`config.mk`:
```
export PLATFORM = sky130hd
export DESIGN_NAME = byte_serial_port_fifos
export DESIGN_NICKNAME = d
export VERILOG_FILES = /design/src/design/bspf_pkg.sv /design/src/design/byte_serial_port_fifos.sv
export SDC_FILE = /design/constraint.sdc
export NUM_CORES = 1
export LEC_CHECK = 0
export ABC_AREA = 1
export ABC_CLOCK_PERIOD_IN_PS = 5800
export BUFFER_PORTS_ARGS = -buffer_cell sky130_fd_sc_hd__clkbuf_2
export CAP_MARGIN = 10
export CORE_MARGIN = 2
export CORE_UTILIZATION = 55
export DETAILED_ROUTE_END_ITERATION = 16
export PLACE_DENSITY_LB_ADDON = 0.12
export SLEW_MARGIN = 20
export SYNTH_ARGS = -nofsm -noshare
export SYNTH_HDL_FRONTEND = slang
export SYNTH_SLANG_ARGS = --single-unit
```
`constraint.sdc`:
```
create_clock -name clock -period 5.8 [get_ports clock]
set_input_delay 0.29 -clock clock [delete_from_list [all_inputs] [get_ports clock]]
set_output_delay 0.29 -clock clock [all_outputs]
set_load 0.05 [all_outputs]
```
`src/design/bspf_pkg.sv`:
```
// Shared types and constants for the byte serial port with receive and transmit rings.
package bspf_pkg;

   localparam logic [2:0] KIND_READ_DATA   = 3'd0;
   localparam logic [2:0] KIND_READ_STATUS = 3'd1;
   localparam logic [2:0] KIND_WRITE_DATA  = 3'd2;
   localparam logic [2:0] KIND_WRITE_CTRL  = 3'd3;
   localparam logic [2:0] KIND_LINK_BYTE   = 3'd4;
   localparam logic [2:0] KIND_LINK_SEND   = 3'd5;
   localparam logic [2:0] KIND_LINK_STATE  = 3'd6;

   localparam int STATUS_CONN_BIT  = 0;
   localparam int STATUS_RXRDY_BIT = 1;
   localparam int STATUS_TXRDY_BIT = 2;

   localparam logic [7:0] EMPTY_BYTE = 8'hFF;

   typedef struct packed {
      logic [2:0] kind;
      logic [7:0] bus_data;
      logic [7:0] link_byte;
      logic       link_up;
   } request_type;

   typedef struct packed {
      logic [7:0] read_data;
      logic [7:0] send_byte;
      logic       send_valid;
      logic       link_taken;
   } response_type;

endpackage

```
`src/design/byte_serial_port_fifos.sv`:
```
// Byte serial port top level: receive and transmit rings between a bus and a link partner.
// Each request returns exactly one response. A request is taken every cycle when the
// response side keeps up. The edge that takes a request updates the ring and registers
// the ring read; the response register is loaded when that stage moves on, which waits
// while the response side stalls. Both rings are RING_DEPTH bytes and need no clearing
// after reset.
module byte_serial_port_fifos
   import bspf_pkg::*;
#(
   parameter int RING_DEPTH = 16
) (
   input  logic         clock,
   input  logic         reset,
   input  logic         req_valid,
   output logic         req_stall,
   input  request_type  req_data,
   output logic         rsp_valid,
   input  logic         rsp_stall,
   output response_type rsp_data
);

   localparam int IDX_W = (RING_DEPTH > 1) ? $clog2(RING_DEPTH) : 1;
   localparam int CNT_W = $clog2(RING_DEPTH + 1);
   localparam int SUM_W = IDX_W + 1;
   localparam logic [CNT_W-1:0] CNT_FULL = CNT_W'(RING_DEPTH);
   localparam logic [IDX_W-1:0] IDX_LAST = IDX_W'(RING_DEPTH - 1);
   localparam logic [SUM_W-1:0] SUM_DEPTH = SUM_W'(RING_DEPTH);

   logic [7:0] rx_mem [RING_DEPTH];
   logic [7:0] tx_mem [RING_DEPTH];

   logic [IDX_W-1:0] rx_head_ff, rx_head_in, tx_head_ff, tx_head_in;
   logic [CNT_W-1:0] rx_count_ff, rx_count_in, tx_count_ff, tx_count_in;
   logic             connected_ff, connected_in;

   logic [7:0] rx_rd_ff, tx_rd_ff;
   logic       s1_valid_ff;
   logic [7:0] s1_byte_ff, s1_byte_in;
   logic       s1_rx_pop_ff, s1_tx_pop_ff, s1_taken_ff;
   logic       rsp_valid_ff;
   response_type rsp_ff, rsp_in;

   logic accept, s1_move;
   logic rx_empty, rx_full, tx_empty, tx_full;
   logic rx_pop, rx_push, tx_pop, tx_push;
   logic [SUM_W-1:0] rx_sum, tx_sum;
   logic [IDX_W-1:0] rx_wr_idx, tx_wr_idx;

   assign s1_move   = s1_valid_ff && (!rsp_valid_ff || !rsp_stall);
   assign req_stall = s1_valid_ff && !s1_move;
   assign accept    = req_valid && !req_stall;

   assign rx_empty = (rx_count_ff == '0);
   assign rx_full  = (rx_count_ff == CNT_FULL);
   assign tx_empty = (tx_count_ff == '0);
   assign tx_full  = (tx_count_ff == CNT_FULL);

   assign rx_pop  = accept && (req_data.kind == KIND_READ_DATA) && !rx_empty;
   assign rx_push = accept && (req_data.kind == KIND_LINK_BYTE) && connected_ff && !rx_full;
   assign tx_push = accept && (req_data.kind == KIND_WRITE_DATA) && !tx_full;
   assign tx_pop  = accept && (req_data.kind == KIND_LINK_SEND) && connected_ff && !tx_empty;

   // write index = (head + count) mod depth, sum stays below twice the depth
   assign rx_sum = SUM_W'(rx_head_ff) + SUM_W'(rx_count_ff);
   assign tx_sum = SUM_W'(tx_head_ff) + SUM_W'(tx_count_ff);
   assign rx_wr_idx = (rx_sum >= SUM_DEPTH) ? IDX_W'(rx_sum - SUM_DEPTH) : IDX_W'(rx_sum);
   assign tx_wr_idx = (tx_sum >= SUM_DEPTH) ? IDX_W'(tx_sum - SUM_DEPTH) : IDX_W'(tx_sum);

   always_comb begin
      rx_head_in   = rx_head_ff;
      rx_count_in  = rx_count_ff;
      tx_head_in   = tx_head_ff;
      tx_count_in  = tx_count_ff;
      connected_in = connected_ff;
      if (rx_pop) begin
         rx_head_in  = (rx_head_ff == IDX_LAST) ? '0 : rx_head_ff + 1'b1;
         rx_count_in = rx_count_ff - 1'b1;
      end
      if (rx_push) begin
         rx_count_in = rx_count_ff + 1'b1;
      end
      if (tx_pop) begin
         tx_head_in  = (tx_head_ff == IDX_LAST) ? '0 : tx_head_ff + 1'b1;
         tx_count_in = tx_count_ff - 1'b1;
      end
      if (tx_push) begin
         tx_count_in = tx_count_ff + 1'b1;
      end
      if (accept && (req_data.kind == KIND_LINK_STATE)) begin
         connected_in = req_data.link_up;
      end
   end

   always_comb begin
      s1_byte_in = '0;
      case (req_data.kind)
         KIND_READ_DATA: begin
            s1_byte_in = EMPTY_BYTE;
         end
         KIND_READ_STATUS: begin
            s1_byte_in[STATUS_CONN_BIT]  = connected_ff;
            s1_byte_in[STATUS_RXRDY_BIT] = !rx_empty;
            s1_byte_in[STATUS_TXRDY_BIT] = !tx_full;
         end
         default: begin
            s1_byte_in = '0;
         end
      endcase
   end

   always_comb begin
      rsp_in.read_data  = s1_rx_pop_ff ? rx_rd_ff : s1_byte_ff;
      rsp_in.send_byte  = s1_tx_pop_ff ? tx_rd_ff : '0;
      rsp_in.send_valid = s1_tx_pop_ff;
      rsp_in.link_taken = s1_taken_ff;
   end

   always_ff @(posedge clock) begin
      if (rx_push) begin
         rx_mem[rx_wr_idx] <= req_data.link_byte;
      end
      if (tx_push) begin
         tx_mem[tx_wr_idx] <= req_data.bus_data;
      end
      if (accept) begin
         rx_rd_ff <= rx_mem[rx_head_ff];
         tx_rd_ff <= tx_mem[tx_head_ff];
      end
   end

   always_ff @(posedge clock) begin
      if (reset) begin
         rx_head_ff   <= '0;
         rx_count_ff  <= '0;
         tx_head_ff   <= '0;
         tx_count_ff  <= '0;
         connected_ff <= 1'b0;
         s1_valid_ff  <= 1'b0;
         rsp_valid_ff <= 1'b0;
      end else begin
         rx_head_ff   <= rx_head_in;
         rx_count_ff  <= rx_count_in;
         tx_head_ff   <= tx_head_in;
         tx_count_ff  <= tx_count_in;
         connected_ff <= connected_in;
         if (accept) begin
            s1_valid_ff <= 1'b1;
         end else if (s1_move) begin
            s1_valid_ff <= 1'b0;
         end
         if (s1_move) begin
            rsp_valid_ff <= 1'b1;
         end else if (!rsp_stall) begin
            rsp_valid_ff <= 1'b0;
         end
      end
   end

   always_ff @(posedge clock) begin
      if (accept) begin
         s1_byte_ff   <= s1_byte_in;
         s1_rx_pop_ff <= rx_pop;
         s1_tx_pop_ff <= tx_pop;
         s1_taken_ff  <= rx_push;
      end
      if (s1_move) begin
         rsp_ff <= rsp_in;
      end
   end

   assign rsp_valid = rsp_valid_ff;
   assign rsp_data  = rsp_ff;

endmodule
```
==> results of run 1 <==
==> worst max-delay path, cell delays in order (launching register included) <==
cell     delay (ns)
dfxtp_2        0.31
buf_4          0.54
ha_1           0.32
fa_1           0.48
inv_1          0.14
nand3_2        0.14
nor2_1         0.63
==> registers in the layout, summed over array words and instances (netlist names) <==
signal and cells:
connected_ff 1, rsp_data 18, rsp_valid 1, rx_count_ff 5, rx_head_ff 4, rx_mem 128
rx_rd_ff 8, s1_byte_ff 4, s1_rx_pop_ff 1, s1_taken_ff 1, s1_tx_pop_ff 1, s1_valid_ff 1
tx_count_ff 5, tx_head_ff 4, tx_mem 128, tx_rd_ff 8
==> worst max path at each step <==
stage	end	slack [ns]	startpoint
after floorplan	tx_count_ff[4]	3.66	rsp_valid
after global placement	rx_mem[8][7]	2.96	rx_head_ff[0]
after detailed placement	rx_mem[12][7]	2.88	rx_head_ff[0]
after CTS	rx_mem[12][3]	2.87	rx_head_ff[0]
after global routing	rx_rd_ff[1]	2.58	rx_head_ff[0]
final	rx_mem[0][2]	2.85	rx_head_ff[0]
==> metal layers <==
layer | track usage (%) | vias up | part of all wire [%]
li1 | - | 3960 | -
met1 | 34.24 | 3873 | 46
met2 | 34.66 | 277 | 45
met3 | 4.110 | 47 | 7.0
met4 | 6.435 | 0 | 2.1
met5 | 0 | - | 0
==> cell families after synthesis <==
kind of cell	Yosys count
compound gates	239
xor+xnor	8
fa+ha+maj	18
buf+inv	102
flops	318
simple gates	396
==> stage by stage <==
stage	setup slack, ns	instances	utilization [%]	cell area (µm²)
after floorplan	3.665	1081	-	13110
final	2.848	1464	62.63	14660
after global placement	2.958	1400	57.76	13520
after global routing	2.581	1464	62.63	14660
after CTS	2.866	1464	62.62	14660
after detailed placement	2.882	1400	57.76	13520
==> cell usage in the layout, fill, tap and decap left out, drive strengths merged, types with 21 or more instances in the layout <==
cell type and n:
inv 53, nor2 216, edfxtp 297, nand3 48, clkbuf 86, o22ai 32
a21oi 25, dfxtp 21, nand2 121, o211ai 32, o21ai 148
==> power by group through the flow <==
stage          Sequential (mW)  Clock, mW  Combinational (mW)
5_1_grt                   2.54       2.29               0.134
3_3_place_gp              2.58          0               0.121
4_1_cts                   2.53       2.19               0.122
3_5_place_dp              2.58          0               0.122
6_report                  2.53       2.16               0.121
2_1_floorplan             2.60          0              0.0432
==> final cells by class <==
class,count,area (µm²)
Clock buffer,43,937.1
Clock inverter,21,200.2
Fill cell,1860,8745
Inverter,55,211.5
Multi-Input combinational cell,661,3323
Sequential cell,318,9341
Tap cell,319,399.1
Timing Repair Buffer,47,245.2
==> flow_summary_export.csv, run 1 <==
group,metric,value,unit
timing,worst_slew_pin_slew,1.012,ns
yosys,synth.top_cell.area_share,68.03,%
yosys,ys_types,32,
pwr,power,4.817,mW
route,avgRoutedWirePerCell,18.99,µm
pwr,pwr-share-seq,52.6,%
worst_hold_path,hold_class,"input pin to flop",
cts,clock_latency,0.52,ns
yosys,netlist_instances,1081,
route,routed_wirelength,27800,µm
outcome,outcome,"completed",
cts,cts_max_path_buffers,3,
cells_and_area,final_layout_size_suffix_gt1_share,11.70,%
yosys,synthAdderAreaFrac,1.947,%
timing,slew_violations,0,
die,dieHeight,158.4,µm
setup_path,crit_arrival,3.09,ns
yosys,netlist_area,13110,µm²
yosys,synthTopCellsByArea,"edfxtp_1, nor2_1, nand2_1",
worst_hold_path,whs_endpoint,"connected_ff",
yosys,ys_seq_elements,318,
route,dr.first_iter.drc_count,795,
setup_path,r2r_cells,6,
yosys,muxShareOfSynthArea,0,%
placed_design,portBuffers,43,
setup_path,crit_path_end_kind,"flop",
placed_design,detailed_place_hpwl,17580,µm
yosys,synth_edf_count,297,
timing,holdWs,0.04681,ns
pwr,p_comb_share,2.5,%
yosys,ys_top_cells_by_count,"edfxtp_1, nor2_1, nand2_1",
die,io_pins,44,
pwr,p_sw,0.9748,mW
pwr,swShare,20.23,%
route,drc,0,
yosys,yosysTopAreaCell,"edfxtp_1",
worst_hold_path,min_from,"req_data[0]",
die,core_area,23400,µm²
global_route,grt_pass1_wl,42660,µm
die,fp-row-count,56,
timing,final-setup-viol-count,0,
timing,max_freq,0.3387,GHz
route,first_pass_iters,5,
setup_path,regToRegSetupSlack,2.85,ns
yosys,yosys_warnings,0,
setup_path,regToRegEndpoint,"rx_mem[0][2]",
yosys,synthXorXnorAreaFrac,0.5345,%
cts,htree_levels,2,
route,vias,8157,
global_route,grt_usage,22.85,%
yosys,ys.flop_type,"edfxtp_1",
placed_design,place.gp.congestion,0.8363,
cts,cts_tree,"built",
global_route,grt_max_degree,71,
pwr,vdd_drop_max,0.2642,mV
yosys,yosys.cell_count.top_type,"edfxtp_1",
pwr,clkPwrFrac,44.9,%
cts,path_clk_slew,0.06,ns
global_route,antenna_found_initial,1,
timing,max-slew-margin-rel,32.44,%
setup_path,crit_type,"flop to flop",
pwr,cellPowerDensity,328.7,nW/µm²
setup_path,startpoint_type,"flop",
die,die-area,25090,µm²
yosys,synth_nets,1123,
setup_path,path_max_fanout,70,
timing,tns,0,ns
yosys,synth_top_family_by_area,"simple AND/OR/NAND/NOR gates",
global_route,grt_pass1_vias,7645,
cts,cts-buffers-inserted,35,
yosys,post_synth.cell_area_avg,12.13,µm²
cts,cts_setup_buffers,0,
pwr,p_int,3.843,mW
yosys,synthArstFlopShare,0,%
route,final_antenna_net_count,0,
job,drv_cap,0,
yosys,yosys.area_share.simple,12.68,%
yosys,yosysSeqAreaShare,71.23,%
die,start_util,56.02,%
pwr,p_leak,5.185,nW
die,die_x,158.4,µm
timing,rsz0062_at_grt,"false",
global_route,grt_overflow,0,
cts,cts-root-buf,"clkbuf_16",
timing,finalHoldViolations,0,
setup_path,worstReg2RegStart,"rx_head_ff[0]",
yosys,synth_compound_area_share,10.15,%
cells_and_area,nNetsFinal,1160,
timing,period_needed,2.952,ns
timing,fin_crit_sh,50.90,%
setup_path,crit_required,5.94,ns
cells_and_area,area_growth,11.81,%
route,viasPerCell,5.572,
cts,numClockSinks,318,
cts,cts_resized,0,
timing,finClkSkew,0.02567,ns
cts,cts.hold.buffers_added,0,
worst_hold_path,min_path_cells,3,
cells_and_area,diodes,0,
No activity file was read; power rests on OpenSTA's default activity.
==> run 2: changes to the inputs <==
- ABC_CLOCK_PERIOD_IN_PS: 5800 -> 2700
- clock period: 5.8 -> 2.7 ns (I/O delays scaled with it)
==> run 2 against run 1 <==
  * Register-to-register slack got worse by 2.5 ns
  * Sequential share of layout area decreased by 1.4 points
  * Critical path depth unchanged
  * Worst setup slack got worse by 2.5 ns
  * Critical endpoint is now tx_mem[10][4]
==> flow_summary_export.csv, run 2 (synthesized netlist as in run 1, its figures left out) <==
group,metric,value,unit
timing,holdWs,0.03238,ns
die,fp-row-count,56,
pwr,vdd_drop_max,0.4779,mV
timing,max-slew-margin-rel,45.00,%
cells_and_area,diodes,0,
timing,period_needed,2.305,ns
cts,clock_latency,0.51,ns
worst_hold_path,min_from,"req_data[19]",
global_route,grt_overflow,0,
worst_hold_path,whs_endpoint,"connected_ff",
die,io_pins,44,
route,avgRoutedWirePerCell,19.07,µm
timing,finClkSkew,0.02467,ns
die,dieHeight,158.4,µm
timing,finalHoldViolations,0,
global_route,grt_pass1_wl,44100,µm
placed_design,portBuffers,43,
cells_and_area,area_growth,14.23,%
cts,cts_setup_buffers,0,
worst_hold_path,min_path_cells,4,
route,dr.first_iter.drc_count,841,
route,viasPerCell,5.586,
timing,worst_slew_pin_slew,0.8241,ns
setup_path,crit_type,"flop to flop",
cts,numClockSinks,318,
setup_path,worstReg2RegStart,"tx_count_ff[0]",
route,drc,0,
cells_and_area,nNetsFinal,1209,
cells_and_area,seq_area,9341,µm²
cells_and_area,multi_input_area,3323,µm²
setup_path,r2r_cells,6,
pwr,p_leak,5.401,nW
global_route,grt_usage,23.47,%
setup_path,crit_path_end_kind,"flop",
cts,cts_max_path_buffers,3,
setup_path,regToRegSetupSlack,0.39,ns
cts,cts-root-buf,"clkbuf_16",
route,first_pass_iters,7,
timing,fin_crit_sh,85.37,%
die,core_area,23400,µm²
setup_path,path_max_fanout,8,
setup_path,crit_arrival,2.50,ns
cts,htree_levels,2,
route,routed_wirelength,28760,µm
cts,cts_tree,"built",
setup_path,crit_chain,"ha_1, fa_1, xnor2_1, nand3_1, nor2_1, buf_4",
cells_and_area,fillers,1872,
outcome,outcome,"completed",
timing,final-setup-viol-count,0,
setup_path,slowest_stage,"xnor2_1",
setup_path,crit_required,2.90,ns
global_route,grt_pass1_vias,7882,
global_route,antenna_found_initial,0,
cts,cts-buffers-inserted,34,
cells_and_area,mostFrequentLayoutCell,"edfxtp_1",
cells_and_area,final_layout_size_suffix_gt1_share,14.05,%
cells_and_area,design_area,14980,µm²
die,die_x,158.4,µm
placed_design,dpl_cell_area,13870,µm²
cts,cts_resized,0,
pwr,cellPowerDensity,677.8,nW/µm²
route,final_antenna_net_count,0,
die,start_util,56.02,%
setup_path,startpoint_type,"flop",
timing,max_freq,0.4338,GHz
worst_hold_path,hold_class,"input pin to flop",
placed_design,detailed_place_hpwl,18450,µm
cells_and_area,final_cell_mix,"edfxtp_1, nor2_1, nand2_1",
cts,cts.hold.buffers_added,5,
timing,slew_violations,0,
placed_design,place.gp.congestion,0.8506,
timing,tns,0,ns
setup_path,slowest_delay,0.42,ns
timing,rsz0062_at_grt,"false",
global_route,grt_max_degree,49,
setup_path,regToRegEndpoint,"tx_mem[10][4]",
die,die-area,25090,µm²
cts,path_clk_slew,0.06,ns
job,drv_cap,0,
route,vias,8424,
-- run 2: cell types whose count changed in the layout (fill, tap and decap cells not counted), moves of 2 or more --
cell,before,now
clkinv_2,12,3
clkinv_1,5,10
inv_2,7,9
dlygate4sd3_1,0,5
buf_4,4,48
clkinv_4,2,0
-- run 2: layout make-up --
class                           instances  share of cell area, %
Clock buffer                           43                  6.116
Clock inverter                         15                 0.9441
Inverter                               55                  1.395
Multi-Input combinational cell        661                  22.19
Sequential cell                       318                  62.38
Tap cell                              319                  2.665
Timing Repair Buffer                   97                  4.311
-- run 2: how the worst max path moves through the flow --
stage / startpoint / end / slack [ns] / depth (start not counted)
after global placement: tx_count_ff[0] / tx_mem[14][7] / 0.51 / 7
after CTS: tx_count_ff[0] / tx_mem[10][6] / 0.43 / 6
after floorplan: rsp_valid / tx_count_ff[4] / 0.56 / 13
final: tx_count_ff[0] / tx_mem[10][4] / 0.39 / 6
after detailed placement: tx_count_ff[0] / tx_mem[14][7] / 0.45 / 7
after global routing: tx_count_ff[0] / tx_mem[10][2] / 0.27 / 6
-- run 2: stage by stage --
stage | cells | utilization, % | setup WS [ns] | power, mW
global route | 1508 | 63.99 | 0.2701 | 10.45
CTS | 1508 | 63.99 | 0.4343 | 10.21
detailed placement | 1445 | 59.26 | 0.4487 | 5.814
finish | 1508 | 63.99 | 0.3950 | 10.15
floorplan | 1081 | - | 0.5649 | 5.682
global placement | 1445 | 59.26 | 0.5074 | 5.810
-- run 2: where the power goes --
group / leakage (nW) / internal, mW / switching [mW]
clock: 0.513 / 2.67 / 1.76
sequential: 2.87 / 5.42 / 0.0171
combinational: 2.02 / 0.0620 / 0.213
total: 5.40 / 8.16 / 1.99
-- run 2: critical path, delay by kind of cell, from the launching register on --
family,cells,cell delay [ns]
flops,1,0.39
fa+ha+maj,2,0.62
buf+inv,1,0.20
xor+xnor,1,0.42
simple gates,2,0.39
-- run 2: layer usage --
layer	up-vias	global-route usage, %	part of all wire (%)
met5	-	0	0
met1	4006	36.82	47
met4	0	6.178	1.6
li1	4045	-	-
met3	36	4.219	7.8
met2	337	34.02	43
==> run 3: changes to the inputs <==
- CORE_UTILIZATION: 55 -> 56
==> run 3 against run 2 <==
  * Sequential share of layout area up 0.19 points
  * Critical endpoint is now rx_mem[9][4]
  * Critical path type unchanged
  * Flip-flop and latch count stayed put
  * Utilization up 1.6 points
  * Worst hold slack improved by 0.0083 ns
==> flow_summary_export.csv, run 3 (synthesized netlist as in run 1, its figures left out) <==
group,metric,value,unit
outcome,outcome,"completed",
cells_and_area,diodes,0,
setup_path,crit_arrival,2.48,ns
route,routed_wirelength,27920,µm
timing,fin_crit_sh,86.93,%
route,first_pass_iters,4,
cts,path_clk_slew,0.06,ns
global_route,grt_overflow,0,
route,final_antenna_net_count,0,
placed_design,dpl_cell_area,13820,µm²
cells_and_area,final_layout_size_suffix_gt1_share,13.71,%
die,dieHeight,157.0,µm
die,die-area,24650,µm²
global_route,grt_usage,23.46,%
cells_and_area,nNetsFinal,1203,
worst_hold_path,hold_class,"input pin to flop",
cts,cts-root-buf,"clkbuf_16",
cells_and_area,area_growth,13.88,%
pwr,p_leak,5.378,nW
timing,layout_setup_ws,0.3528,ns
route,dr.first_iter.drc_count,811,
timing,tns,0,ns
cts,numClockSinks,318,
die,start_util,57.56,%
cts,cts-buffers-inserted,34,
timing,rsz0062_at_grt,"false",
global_route,grt_pass1_wl,43680,µm
cts,clock_latency,0.51,ns
route,avgRoutedWirePerCell,18.68,µm
timing,max-slew-margin-rel,45.00,%
timing,finalHoldViolations,0,
route,vias,8342,
placed_design,post-place-ws,0.3665,ns
global_route,antenna_found_initial,0,
die,die_x,157.0,µm
setup_path,path_max_fanout,8,
cells_and_area,design_area,14930,µm²
die,io_pins,44,
route,viasPerCell,5.580,
cts,cts_tree,"built",
die,core_area,22780,µm²
cells_and_area,final_cell_mix,"edfxtp_1, nor2_1, nand2_1",
setup_path,crit_path_end_kind,"flop",
setup_path,crit_type,"flop to flop",
pwr,vdd_drop_max,0.4584,mV
global_route,grt_pass1_vias,7970,
global_route,grt_max_degree,69,
die,fp-row-count,55,
pwr,cellPowerDensity,677.4,nW/µm²
setup_path,crit_required,2.83,ns
cts,cts_max_path_buffers,3,
placed_design,portBuffers,43,
placed_design,detailed_place_hpwl,17830,µm
timing,slew_violations,0,
timing,final-setup-viol-count,0,
timing,period_needed,2.347,ns
timing,holdWs,0.04064,ns
timing,max_freq,0.4260,GHz
job,drv_cap,0,
timing,finClkSkew,0.01374,ns
cts,htree_levels,2,
cts,cts_resized,0,
setup_path,startpoint_type,"flop",
cells_and_area,fillers,1710,
placed_design,place.gp.congestion,0.8610,
cells_and_area,post-route-util,65.54,%
timing,worst_slew_pin_slew,0.8240,ns
route,drc,0,
cells_and_area,mostFrequentLayoutCell,"edfxtp_1",
==> run 3: path summary, 6_finish.rpt <==
path	start	to	slack, ns	cells past startpoint
setup / recovery	rx_count_ff[0]	rx_mem[9][4]	0.35	5
hold / removal	req_data[19]	connected_ff	0.04	4
setup reg to reg	rx_count_ff[0]	rx_mem[9][4]	0.35	5
hold reg to reg	s1_taken_ff	rsp_data[0]	0.42	0
==> run 3: area by class of cell <==
class	count	area, µm²	share of cell area, %
clock inverters	7	60.06	0.4023
repair buffers	91	613.1	4.107
inverters	55	209.0	1.400
multi-input cells	661	3319	22.23
clock buffers	50	994.7	6.663
well taps	313	391.6	2.623
flip-flops and latches	318	9341	62.57
==> run 3: metrics by stage <==
| step | power, mW | instances |
|---|---|---|
| global route | 10.41 | 1495 |
| finish | 10.11 | 1495 |
| detailed placement | 5.810 | 1433 |
| CTS | 10.18 | 1495 |
| global placement | 5.807 | 1433 |
| floorplan | 5.682 | 1081 |
==> run 3: per-layer routing <==
metal / share of wire (%) / GRT usage (%) / wire length [µm] / vias up
met4: 1.8 / 5.854 / 501 / 0
li1: - / - / - / 4027
met5: 0 / 0 / 0 / -
met2: 45 / 35.57 / 12480 / 307
met1: 45 / 35.64 / 12630 / 3965
met3: 8.3 / 4.075 / 2313 / 43
==> run 3: critical path, cell delays in order, from the launching register on <==
cell and delay (ns):
dfxtp_1 0.38, ha_1 0.25, fa_1 0.38, xnor2_1 0.26
nand3_1 0.18, nor2_1 0.53
==> run 3: report_power, final <==
part | switching (mW) | leakage, nW | total, mW | internal [mW]
logic | 0.208 | 1.99 | 0.270 | 0.0616
clock network | 1.77 | 0.514 | 4.40 | 2.64
registers | 0.0172 | 2.87 | 5.44 | 5.42
total | 1.99 | 5.38 | 10.1 | 8.12
==> run 3: timing repair <==
item / 4_1_cts / 5_1_grt
hold endpoints to repair: 7 / 0
hold buffers: 5 / 0
setup buffers: 0 / 0
